<file path="src/rtl/pls_pkg.sv">
// Shared types and constants of the pkt-line sideband demultiplexer.
`default_nettype none
package pls_pkg;

	typedef enum logic [2:0] {
		KIND_DATA    = 3'd0,
		KIND_FLUSH   = 3'd1,
		KIND_EMPTY   = 3'd2,
		KIND_ERROR   = 3'd3,
		KIND_UNKNOWN = 3'd4
	} kind_t;

	localparam logic [7:0]  CH_PACK     = 8'd1;
	localparam logic [7:0]  CH_PROGRESS = 8'd2;
	localparam logic [15:0] HDR_LEN     = 16'd4;
	localparam logic [15:0] SB_MIN_LEN  = 16'd5;

	typedef struct packed {
		logic        emit;
		kind_t       kind;
		logic [7:0]  out_byte;
		logic [1:0]  channel;
		logic        last_in_packet;
		logic [15:0] packet_length;
	} pls_result_t;

endpackage
`default_nettype wire

</file>
<file path="src/rtl/pls_stream_if.sv">
// Valid/ready channel interfaces for the input byte stream and the result stream.
`default_nettype none
interface pls_byte_if;
	logic       valid;
	logic       ready;
	logic [7:0] data_byte;

	modport source (output valid, output data_byte, input ready);
	modport sink (input valid, input data_byte, output ready);
endinterface

interface pls_result_if;
	logic        valid;
	logic        ready;
	logic [2:0]  kind;
	logic [7:0]  out_byte;
	logic [1:0]  channel;
	logic        last_in_packet;
	logic [15:0] packet_length;

	modport source (output valid, output kind, output out_byte, output channel,
		output last_in_packet, output packet_length, input ready);
	modport sink (input valid, input kind, input out_byte, input channel,
		input last_in_packet, input packet_length, output ready);
endinterface
`default_nettype wire

</file>
<file path="src/rtl/pls_parse.sv">
// Frame parser: length decode, channel selection and payload tracking for one byte a cycle while step is high.
`default_nettype none
module pls_parse (
	input  wire logic               clk,
	input  wire logic               arst_n,
	input  wire logic               step,
	input  wire logic [7:0]         data_byte,
	input  wire logic               sideband_mode,
	output pls_pkg::pls_result_t    result
);
	import pls_pkg::*;

	typedef enum logic [1:0] {
		PH_LEN,
		PH_CHAN,
		PH_DATA,
		PH_SKIP
	} phase_t;

	phase_t      phase_q, phase_n;
	logic [1:0]  digit_cnt_q, digit_cnt_n;
	logic [15:0] len_acc_q, len_acc_n;
	logic [15:0] remain_q, remain_n;
	logic [1:0]  chan_q, chan_n;

	logic        hex_ok;
	logic [3:0]  hex_val;
	logic [15:0] acc_shift;
	logic        known_chan;
	logic        last_byte;

	always_comb begin
		hex_ok  = 1'b1;
		hex_val = 4'd0;
		if (data_byte >= 8'h30 && data_byte <= 8'h39) begin
			hex_val = 4'(data_byte - 8'h30);
		end else if (data_byte >= 8'h61 && data_byte <= 8'h66) begin
			hex_val = 4'(data_byte - 8'h57);
		end else if (data_byte >= 8'h41 && data_byte <= 8'h46) begin
			hex_val = 4'(data_byte - 8'h37);
		end else begin
			hex_ok = 1'b0;
		end
	end

	assign acc_shift  = {((digit_cnt_q == 2'd0) ? 12'h000 : len_acc_q[11:0]), hex_val};
	assign known_chan = (data_byte == CH_PACK) || (data_byte == CH_PROGRESS);
	assign last_byte  = (remain_q <= 16'd1);

	always_comb begin
		phase_n     = phase_q;
		digit_cnt_n = digit_cnt_q;
		len_acc_n   = len_acc_q;
		remain_n    = remain_q;
		chan_n      = chan_q;
		result      = '0;
		result.kind = KIND_DATA;
		unique case (phase_q)
			PH_LEN: begin
				if (!hex_ok) begin
					digit_cnt_n     = 2'd0;
					len_acc_n       = 16'd0;
					result.emit     = 1'b1;
					result.kind     = KIND_ERROR;
					result.out_byte = data_byte;
				end else if (digit_cnt_q != 2'd3) begin
					len_acc_n   = acc_shift;
					digit_cnt_n = digit_cnt_q + 2'd1;
				end else begin
					len_acc_n            = acc_shift;
					digit_cnt_n          = 2'd0;
					chan_n               = 2'd0;
					result.packet_length = acc_shift;
					if (acc_shift == 16'd0) begin
						result.emit          = 1'b1;
						result.kind          = KIND_FLUSH;
						result.packet_length = 16'd0;
					end else if (acc_shift < HDR_LEN) begin
						result.emit = 1'b1;
						result.kind = KIND_ERROR;
					end else if (sideband_mode) begin
						if (acc_shift == HDR_LEN) begin
							result.emit = 1'b1;
							result.kind = KIND_ERROR;
						end else begin
							remain_n = acc_shift - SB_MIN_LEN;
							phase_n  = PH_CHAN;
						end
					end else if (acc_shift == HDR_LEN) begin
						result.emit = 1'b1;
						result.kind = KIND_EMPTY;
					end else begin
						remain_n = acc_shift - HDR_LEN;
						phase_n  = PH_DATA;
					end
				end
			end
			PH_CHAN: begin
				result.packet_length = len_acc_q;
				if (known_chan) begin
					chan_n = data_byte[1:0];
					if (remain_q == 16'd0) begin
						phase_n        = PH_LEN;
						result.emit    = 1'b1;
						result.kind    = KIND_EMPTY;
						result.channel = data_byte[1:0];
					end else begin
						phase_n = PH_DATA;
					end
				end else begin
					chan_n          = 2'd0;
					phase_n         = (remain_q == 16'd0) ? PH_LEN : PH_SKIP;
					result.emit     = 1'b1;
					result.kind     = KIND_UNKNOWN;
					result.out_byte = data_byte;
				end
			end
			PH_DATA: begin
				remain_n              = remain_q - 16'd1;
				result.emit           = 1'b1;
				result.kind           = KIND_DATA;
				result.out_byte       = data_byte;
				result.channel        = chan_q;
				result.last_in_packet = last_byte;
				result.packet_length  = len_acc_q;
				if (last_byte) begin
					phase_n = PH_LEN;
				end
			end
			PH_SKIP: begin
				if (last_byte) begin
					remain_n = 16'd0;
					phase_n  = PH_LEN;
				end else begin
					remain_n = remain_q - 16'd1;
				end
			end
			default: begin
				phase_n = PH_LEN;
			end
		endcase
	end

	always_ff @(posedge clk or negedge arst_n) begin
		if (!arst_n) begin
			phase_q     <= PH_LEN;
			digit_cnt_q <= 2'd0;
			len_acc_q   <= 16'd0;
			remain_q    <= 16'd0;
			chan_q      <= 2'd0;
		end else if (step) begin
			phase_q     <= phase_n;
			digit_cnt_q <= digit_cnt_n;
			len_acc_q   <= len_acc_n;
			remain_q    <= remain_n;
			chan_q      <= chan_n;
		end
	end
endmodule
`default_nettype wire

</file>
<file path="src/rtl/pkt_line_sideband_demux.sv">
// Top level of the pkt-line deframer with sideband channel demultiplexing.
// Usage:
//   bytes_ch carries the raw framed stream, one byte per beat (valid/ready).
//   results carries at most one result beat per input byte: payload bytes,
//   flush markers, empty packets, framing errors and unknown-channel reports.
//   cfg_we/cfg_wdata write the sideband mode bit; it takes effect at the fourth
//   length digit of the next frame. Write it only while idle; not enforced.
// Timing:
//   A byte is registered at acceptance; its result is registered when the
//   parser steps, which a stalled results port holds back. One byte per cycle
//   is sustained while results is not stalled; the length and channel state
//   update is a single pass of logic between input and result registers.
// Reset and stall:
//   arst_n clears the mode bit, the parser state and both valid flags.
//   When results is stalled, the result holds and one more byte is taken into
//   the input register; bytes_ch.ready then drops until the result is taken.
`default_nettype none
module pkt_line_sideband_demux (
	input  wire logic     clk,
	input  wire logic     arst_n,
	pls_byte_if.sink      bytes_ch,
	pls_result_if.source  results,
	input  wire logic     cfg_we,
	input  wire logic     cfg_wdata
);
	import pls_pkg::*;

	logic        sideband_mode_q;
	logic        valid_s1;
	logic [7:0]  byte_s1;
	logic        advance;
	logic        step;
	pls_result_t res;

	logic        out_valid_q;
	kind_t       kind_q;
	logic [7:0]  out_byte_q;
	logic [1:0]  channel_q;
	logic        last_q;
	logic [15:0] plen_q;

	assign advance        = !out_valid_q || results.ready;
	assign step           = valid_s1 && advance;
	assign bytes_ch.ready = !valid_s1 || advance;

	always_ff @(posedge clk or negedge arst_n) begin
		if (!arst_n) begin
			sideband_mode_q <= 1'b0;
		end else if (cfg_we) begin
			sideband_mode_q <= cfg_wdata;
		end
	end

	always_ff @(posedge clk or negedge arst_n) begin
		if (!arst_n) begin
			valid_s1 <= 1'b0;
		end else if (bytes_ch.ready) begin
			valid_s1 <= bytes_ch.valid;
		end
	end

	always_ff @(posedge clk) begin
		if (bytes_ch.ready && bytes_ch.valid) begin
			byte_s1 <= bytes_ch.data_byte;
		end
	end

	pls_parse u_parse (
		.clk           (clk),
		.arst_n        (arst_n),
		.step          (step),
		.data_byte     (byte_s1),
		.sideband_mode (sideband_mode_q),
		.result        (res)
	);

	always_ff @(posedge clk or negedge arst_n) begin
		if (!arst_n) begin
			out_valid_q <= 1'b0;
		end else if (advance) begin
			out_valid_q <= step && res.emit;
		end
	end

	always_ff @(posedge clk) begin
		if (step && res.emit) begin
			kind_q     <= res.kind;
			out_byte_q <= res.out_byte;
			channel_q  <= res.channel;
			last_q     <= res.last_in_packet;
			plen_q     <= res.packet_length;
		end
	end

	assign results.valid          = out_valid_q;
	assign results.kind           = kind_q;
	assign results.out_byte       = out_byte_q;
	assign results.channel        = channel_q;
	assign results.last_in_packet = last_q;
	assign results.packet_length  = plen_q;
endmodule
`default_nettype wire

</file>
<file path="src/flat_wrapper.sv">
// flat-port wrapper written by rule: the top's interface ports become plain ports
module pkt_line_sideband_demux_flat import pls_pkg::*;
  (clk, arst_n, cfg_we, cfg_wdata, bytes_ch_valid, bytes_ch_data_byte, bytes_ch_ready, results_valid, results_kind, results_out_byte, results_channel, results_last_in_packet, results_packet_length, results_ready);
  pls_byte_if bytes_ch_i ();
  pls_result_if results_i ();
  input  wire logic clk;
  input  wire logic arst_n;
  input  wire logic cfg_we;
  input  wire logic cfg_wdata;
  input wire logic [$bits(bytes_ch_i.valid)-1:0] bytes_ch_valid;
  input wire logic [$bits(bytes_ch_i.data_byte)-1:0] bytes_ch_data_byte;
  output wire logic [$bits(bytes_ch_i.ready)-1:0] bytes_ch_ready;
  output wire logic [$bits(results_i.valid)-1:0] results_valid;
  output wire logic [$bits(results_i.kind)-1:0] results_kind;
  output wire logic [$bits(results_i.out_byte)-1:0] results_out_byte;
  output wire logic [$bits(results_i.channel)-1:0] results_channel;
  output wire logic [$bits(results_i.last_in_packet)-1:0] results_last_in_packet;
  output wire logic [$bits(results_i.packet_length)-1:0] results_packet_length;
  input wire logic [$bits(results_i.ready)-1:0] results_ready;
  assign bytes_ch_i.valid = bytes_ch_valid;
  assign bytes_ch_i.data_byte = bytes_ch_data_byte;
  assign bytes_ch_ready = bytes_ch_i.ready;
  assign results_valid = results_i.valid;
  assign results_kind = results_i.kind;
  assign results_out_byte = results_i.out_byte;
  assign results_channel = results_i.channel;
  assign results_last_in_packet = results_i.last_in_packet;
  assign results_packet_length = results_i.packet_length;
  assign results_i.ready = results_ready;
  pkt_line_sideband_demux u_core (.clk(clk), .arst_n(arst_n), .bytes_ch(bytes_ch_i), .results(results_i), .cfg_we(cfg_we), .cfg_wdata(cfg_wdata));
endmodule
</file>
<file path="config.mk">
export PLATFORM = sky130hd
export DESIGN_NAME = pkt_line_sideband_demux_flat
export DESIGN_NICKNAME = d
export VERILOG_FILES = /design/src/rtl/pls_pkg.sv /design/src/rtl/pls_stream_if.sv /design/src/rtl/pls_parse.sv /design/src/rtl/pkt_line_sideband_demux.sv /design/src/flat_wrapper.sv
export SDC_FILE = /design/constraint.sdc
export NUM_CORES = 1
export LEC_CHECK = 0
export BUFFER_PORTS_ARGS = -buffer_cell sky130_fd_sc_hd__buf_2
export CAP_MARGIN = 20
export CORE_AREA = 3 3 106 98
export CTS_CLUSTER_DIAMETER = 80
export DETAILED_ROUTE_END_ITERATION = 10
export DIE_AREA = 0 0 109 101
export PLACE_DENSITY = 0.68
export SETUP_SLACK_MARGIN = 0.5
export SYNTH_ARGS = -nofsm -noshare
export SYNTH_HDL_FRONTEND = slang
export SYNTH_SLANG_ARGS = --single-unit
</file>
<file path="constraint.sdc">
create_clock -name clk -period 10.4 [get_ports clk]
set_input_delay 2.08 -clock clk [delete_from_list [all_inputs] [get_ports clk]]
set_output_delay 2.08 -clock clk [all_outputs]
set_load 0.02 [all_outputs]
</file>
==> reports/metrics.yaml, run 1 <==
cells_and_area:
  nNetsFinal: 539
  diodes: 0
  drive_gt1_frac: 0.1777
  multiInputGateArea_sq_mm: 0.002257
  seqCellArea_sq_mm: 0.002167
  synthToLayoutAreaGrowth_pct: 11.30
  n_fill_cell: 854
  final_util: 0.5418
clocking:
  cts_resized: 0
  cts_hold_buf: 0
  clock_tree.buffer_depth: 2
  root_buffer: "clkbuf_8"
  cts.clk_slew.worst_paths_ns: 0.09
  post_cts_buffers: 0
  cts_buffers: 9
  cts_sinks: 79
  cts_tree: "done"
  clk_latency_ns: 0.37
  cts_htree_levels: 3
floorplanning:
  row_count: 34
  die_x_um: 109
  dieArea_sq_mm: 0.01101
  chipHeight_um: 101
  pin_count: 46
  core_area_sq_mm: 0.009487
  start_util: 0.4868
sta:
  tightest_slew_ns: 1.076
  hold_violations: 0
  clock_skew_ns: 0.01439
  rsz0062_at_grt: "false"
  period_share: 0.4419
  slew_violations: 0
  setup_tns_ns: 0
  postLayoutSetupSlackWorst_ns: 5.805
  hold_ws_ns: 0.5198
  layout_min_cycle_time_ns: 4.595
  slew_headroom: 0.2786
  finalSetupViolations: 0
  fmax_mhz: 217.6
route:
  wire_per_inst_um: 18.50
  drt_iter0_drc: 367
  vias: 3930
  routed_wl_mm: 11.81
  viasPerCell: 6.160
  ant_nets: 0
  drc_errors: 0
  dr.pass1.iters: 5
global_route:
  grt_pass1_vias: 3547
  grt_pass1_wl_mm: 19.10
  grt_overflow: 0
  grt_max_degree: 42
  grt.total_usage: 0.2269
  grt_antenna_before_repair: 0
logic_synthesis:
  async_flop_share: 0.5190
  synth_warnings: 0
  yosysMostFrequentCell: "nor2_1"
  synth_edf_count: 38
  synth_commonest_cells: "47 x nor2_1, 46 x nand2_1, 41 x dfrtp_1"
  yosysTopAreaCellShare: 0.2471
  synth_cell_type_count: 73
  synth_top_area_cell: "edfxtp_1"
  yosysSeqAreaShare: 0.4692
  synth_flop_cell: "dfrtp_1"
  netlist_area_sq_mm: 0.004618
  synth_nets: 507
  postSynthAreaPerCell_sq_um: 9.722
  syn_inst: 475
  synth.area.top_cells: "edfxtp_1 25%, dfrtp_1 22%, ha_1 4.9%, nor2_1 3.8%, nand2_1 3.7%"
  synth_seq_cells: 79
worst_setup_path:
  timing.rr.end: "u_core.u_parse.remain_q[9]"
  cp_cell_sequence: "buf_2 > inv_1 > nand3_1 > buf_2"
  r2r_slack_ns: 5.93
  crit_path_max_fanout: 3
  end_kind: "output port"
  reg2regPathDepth: 14
  endpoint: "bytes_ch_ready"
  cp.arrival_ns: 2.52
  crit_top_cell: "buf_2"
  worstReg2RegStart: "u_core.byte_s1[1]"
  cpMaxStageDelayCell: "buf_2"
  crit_required_ns: 8.32
  criticalPathCategory: "primary input to output port"
  cp-startpoint: "results_ready"
  cp-start-kind: "primary input"
  max_stage_delay_ns: 0.18
power_and_ir_drop:
  ir_drop_uv: 121.5
  power_uw: 1374
  leakagePower_uw: 0.002099
  pwr_density_cell_mw_per_mm2: 267.3
run:
  cap_violations: 0
placement:
  gp_congestion: 0.8965
  placement.io_buffers: 45
  pre_cts_ws_ns: 5.797
  dp_hpwl_mm: 8.548
outcome:
  outcome: "finished, final reports clean"
hold_path:
  hp-class: "flip-flop to flip-flop"
-- where the power goes --
group | total, uW | internal [uW] | switching, uW
registers | 507 | 434 | 72.2
clock network | 270 | 145 | 125
logic | 597 | 191 | 406
total | 1370 | 770 | 604
-- registers in the layout, summed over array words and instances, names as in the netlist --
name                           cells
u_core.results.packet_length      16
u_core.u_parse.len_acc_q          16
u_core.u_parse.remain_q           16
u_core.byte_s1                     8
u_core.results.out_byte            8
u_core.results.kind                3
u_core.results.channel             2
u_core.u_parse.chan_q              2
u_core.u_parse.digit_cnt_q         2
u_core.u_parse.phase_q             2
u_core.results.last_in_packet      1
u_core.results.valid               1
u_core.sideband_mode_q             1
u_core.valid_s1                    1
-- worst min-delay path by stage --
stage               cells past startpoint                    startpoint                      endpoint  slack (ns)
finish                                  1      u_core.u_parse.chan_q[0]      u_core.u_parse.chan_q[0]        0.52
detailed placement                      1  u_core.u_parse.len_acc_q[12]  u_core.u_parse.len_acc_q[12]        0.50
floorplan                               2   u_core.u_parse.remain_q[14]   u_core.u_parse.remain_q[14]        0.47
global placement                        2   u_core.u_parse.remain_q[14]   u_core.u_parse.remain_q[14]        0.49
global route                            1      u_core.u_parse.chan_q[0]      u_core.u_parse.chan_q[0]        0.54
CTS                                     1  u_core.u_parse.len_acc_q[12]  u_core.u_parse.len_acc_q[12]        0.52
-- cell usage in the layout, fill, tap and decap left out, types with 3 or more instances in the layout --
master | netlist | routed
nor4_1 | 5 | 5
o31ai_1 | 7 | 7
nand2b_1 | 5 | 5
inv_6 | 0 | 3
a31oi_1 | 3 | 3
a32oi_1 | 9 | 9
xnor2_1 | 4 | 4
inv_1 | 22 | 22
o211a_1 | 3 | 3
dfrtp_1 | 41 | 41
a21oi_2 | 3 | 3
o21ai_1 | 15 | 15
a21o_1 | 3 | 3
nand3_1 | 10 | 10
o21ai_0 | 25 | 25
clkbuf_8 | 0 | 10
buf_2 | 7 | 45
ha_1 | 18 | 18
nor3_1 | 19 | 19
a21oi_1 | 15 | 15
a22o_1 | 6 | 6
a22oi_1 | 17 | 17
nor2b_1 | 8 | 8
or4_1 | 4 | 4
edfxtp_1 | 38 | 38
nand2_1 | 46 | 46
o211ai_1 | 5 | 5
nor3_2 | 3 | 3
and3_1 | 5 | 5
and2_1 | 9 | 9
nand4_1 | 3 | 3
nor2_1 | 47 | 47
-- cell type report --
cell class                      instances  share of cell area
Clock buffer                           11             0.02751
Timing Repair Buffer                   47             0.04674
Sequential cell                        79              0.4216
Inverter                               24             0.01753
Tap cell                              126             0.03067
Multi-Input combinational cell        346              0.4391
Clock inverter                          5             0.01680
-- layer usage --
metal	global-route usage	vias to the layer above	share of wire	routed length [um]
li1	-	1835	-	-
met3	0.05573	27	0.098	1161
met1	0.3432	1877	0.46	5397
met5	0	-	0	0
met4	0.08350	0	0.023	268
met2	0.3116	191	0.42	4979
-- logic make-up (layout without fill, tap and decap cells) --
group	after synthesis	after routing	share of synthesized area
multiplexers	3	3	0.007044
buffers and inverters	50	87	0.04579
XOR/XNOR	6	6	0.01138
AND/OR/NAND/NOR	178	178	0.1972
adder cells (fa/ha/maj)	18	18	0.04877
flip-flops	79	79	0.4692
AO/OA/AOI/OAI	141	141	0.2205
-- worst max-delay path: cells and delay by family --
family	cells	cell delay, ns
buffers and inverters	3	0.34
AND/OR/NAND/NOR	1	0.10
-- stage by stage --
stage	std cells	area, sq um
3_3_place_gp	622	4912
2_1_floorplan	475	4618
6_report	638	5140
3_5_place_dp	622	4912
4_1_cts	638	5140
5_1_grt	638	5140
Note: power is estimated with default switching activity, not from simulation.
==> run 2: changes to the inputs <==
- clock period: 10.4 -> 4.3 ns (I/O delays scaled with it)
==> run 2 against run 1 <==
- core utilization increased by 0.29 points
- wire length is 4.2% higher
- critical path depth is 9 higher
- count of clock-buffer cells in the layout did not move
- global-route usage up 0.76 points
- sequential power increased by 140%
==> reports/metrics.yaml, run 2 (same netlist as run 1, synthesis figures left out) <==
outcome:
  outcome: "finished, final reports clean"
power_and_ir_drop:
  swShare: 0.4481
  pwr_density_cell_mw_per_mm2: 632.9
  cell_internal_pwr_uw: 1805
  pwr-share-seq: 0.373
  p_sw_uw: 1465
  pwr-share-clk: 0.167
  leakagePower_uw: 0.002104
  ir_drop_uv: 299.8
  combPwrFrac: 0.460
worst_setup_path:
  crit_buf_inv: 2
  cpMaxStageDelayCell: "or4_1"
  cp.arrival_ns: 3.85
  crit_path_max_fanout: 14
  cp-start-kind: "flip-flop"
  max_stage_delay_ns: 0.59
  criticalPathCategory: "flip-flop to flip-flop"
  timing.rr.end: "u_core.u_parse.remain_q[9]"
  cp_cell_sequence: "inv_1 > ha_1 > o21bai_1 > a21oi_2 > a21o_4 > and2_1 > inv_1 > ha_1 > o21ai_1 > a21oi_2 > o31a_1 > or4_1 > o311ai_2"
  end_kind: "flip-flop"
  r2r_slack_ns: 0.71
  reg2regPathDepth: 13
  worstReg2RegStart: "u_core.byte_s1[1]"
  crit_required_ns: 4.56
  critPathTopFamily: "compound AO/OA/AOI/OAI gates"
route:
  routed_wl_mm: 12.30
  drc_errors: 0
  viasPerCell: 6.116
  wire_per_inst_um: 19.10
  ant_nets: 0
  dr.pass1.iters: 5
  drt_iter0_drc: 337
  vias: 3939
cells_and_area:
  nNetsFinal: 545
  layout_common_cells: "47 x nor2_1, 46 x nand2_1, 45 x buf_2"
  layout_commonest_cell: "nor2_1"
  diodes: 0
  drive_gt1_frac: 0.1892
  synthToLayoutAreaGrowth_pct: 11.89
floorplanning:
  start_util: 0.4868
  core_area_sq_mm: 0.009487
  row_count: 34
  pin_count: 46
  chipHeight_um: 101
  die_x_um: 109
  dieArea_sq_mm: 0.01101
clocking:
  root_buffer: "clkbuf_8"
  cts_sinks: 79
  clk_latency_ns: 0.36
  clock_tree.buffer_depth: 2
  cts_buffers: 9
  cts_htree_levels: 3
  cts_hold_buf: 0
  cts.clk_slew.worst_paths_ns: 0.08
  cts_tree: "done"
hold_path:
  hp-class: "flip-flop to flip-flop"
  hp-start: "u_core.u_parse.chan_q[1]"
  min_path_cells: 1
  min_to: "u_core.u_parse.chan_q[1]"
global_route:
  grt_max_degree: 42
  grt_overflow: 0
  grt.total_usage: 0.2345
  grt_pass1_vias: 3600
  grt_antenna_before_repair: 0
  grt_pass1_wl_mm: 19.66
placement:
  dp_hpwl_mm: 9.017
  pre_cts_ws_ns: 0.3956
  placement.io_buffers: 45
  gp_congestion: 0.9007
sta:
  fmax_mhz: 278.4
  layout_min_cycle_time_ns: 3.592
  rsz0062_at_grt: "false"
  clock_skew_ns: 0.01132
  tightest_slew_ns: 0.9923
  hold_violations: 0
  slew_violations: 0
  period_share: 0.8353
  postLayoutSetupSlackWorst_ns: 0.7084
  finalSetupViolations: 0
  slew_headroom: 0.3385
  setup_tns_ns: 0
run:
  cap_violations: 0
-- run 2: cell types whose count changed in the layout (fill, tap and decap cells not counted), sizes merged --
cell and change:
buf +6, clkinv +1, inv -2, clkinvlp +2, bufinv -1
-- run 2: layer usage --
layer  routed length, um  track usage
met5                   0            0
met4                 157      0.06893
met3                1039      0.05637
met2                5261       0.3300
met1                5842       0.3559
-- run 2: worst register-to-register path, cell delays in order (launching register included) --
cell      delay [ns]
edfxtp_1        0.46
inv_1           0.19
ha_1            0.27
o21bai_1        0.13
a21oi_2         0.29
a21o_4          0.23
and2_1          0.25
inv_1           0.10
ha_1            0.21
o21ai_1         0.15
a21oi_2         0.11
o31a_1          0.40
or4_1           0.59
o311ai_2        0.10
-- run 2: layout make-up --
cell class                      instances  area (sq um)
Inverter                               24         90.09
Fill cell                             875          4319
Clock inverter                          5         58.81
Tap cell                              126         157.7
Multi-Input combinational cell        346          2265
Sequential cell                        79          2167
Timing Repair Buffer                   53         297.8
Clock buffer                           11         131.4
-- run 2: worst max path at each step --
stage	startpoint	endpoint	slack, ns	depth (start not counted)
finish	u_core.byte_s1[1]	u_core.u_parse.remain_q[9]	0.71	13
global placement	u_core.byte_s1[1]	u_core.u_parse.phase_q[1]	0.61	14
floorplan	u_core.byte_s1[0]	u_core.results.channel[0]	0.51	12
global route	u_core.byte_s1[1]	u_core.u_parse.phase_q[1]	0.49	14
CTS	u_core.byte_s1[1]	u_core.u_parse.remain_q[9]	0.56	13
detailed placement	u_core.byte_s1[1]	u_core.u_parse.remain_q[9]	0.40	13
-- run 2: repair_timing --
action / 4_1_cts / 5_1_grt
hold endpoints to repair: 0 / 0
cloned: 0 / 0
buffers inserted: 0 / 4
resized for setup: 2 / 3
endpoints found under the setup margin: 7 / 46
pin swaps: 0 / 2
-- run 2: power by group through the flow --
stage               Sequential (uW)  Combinational [uW]  Clock [uW]
floorplan                      1310                 960           0
global placement               1220                1480           0
detailed placement             1230                1480           0
CTS                            1220                1490         561
global route                   1250                1650         594
finish                         1220                1510         545
-- run 2: per-stage QoR --
stage               area, sq um  instances  hold WS, ns  power [uW]  utilization
finish                     5167        644       0.5166        3270       0.5447
global placement           4940        624       0.4942        2705       0.5207
global route               5167        644       0.5383        3491       0.5447
CTS                        5137        640       0.5195        3263       0.5415
floorplan                  4636        475       0.4689        2275            -
detailed placement         4940        624       0.5006        2711       0.5207
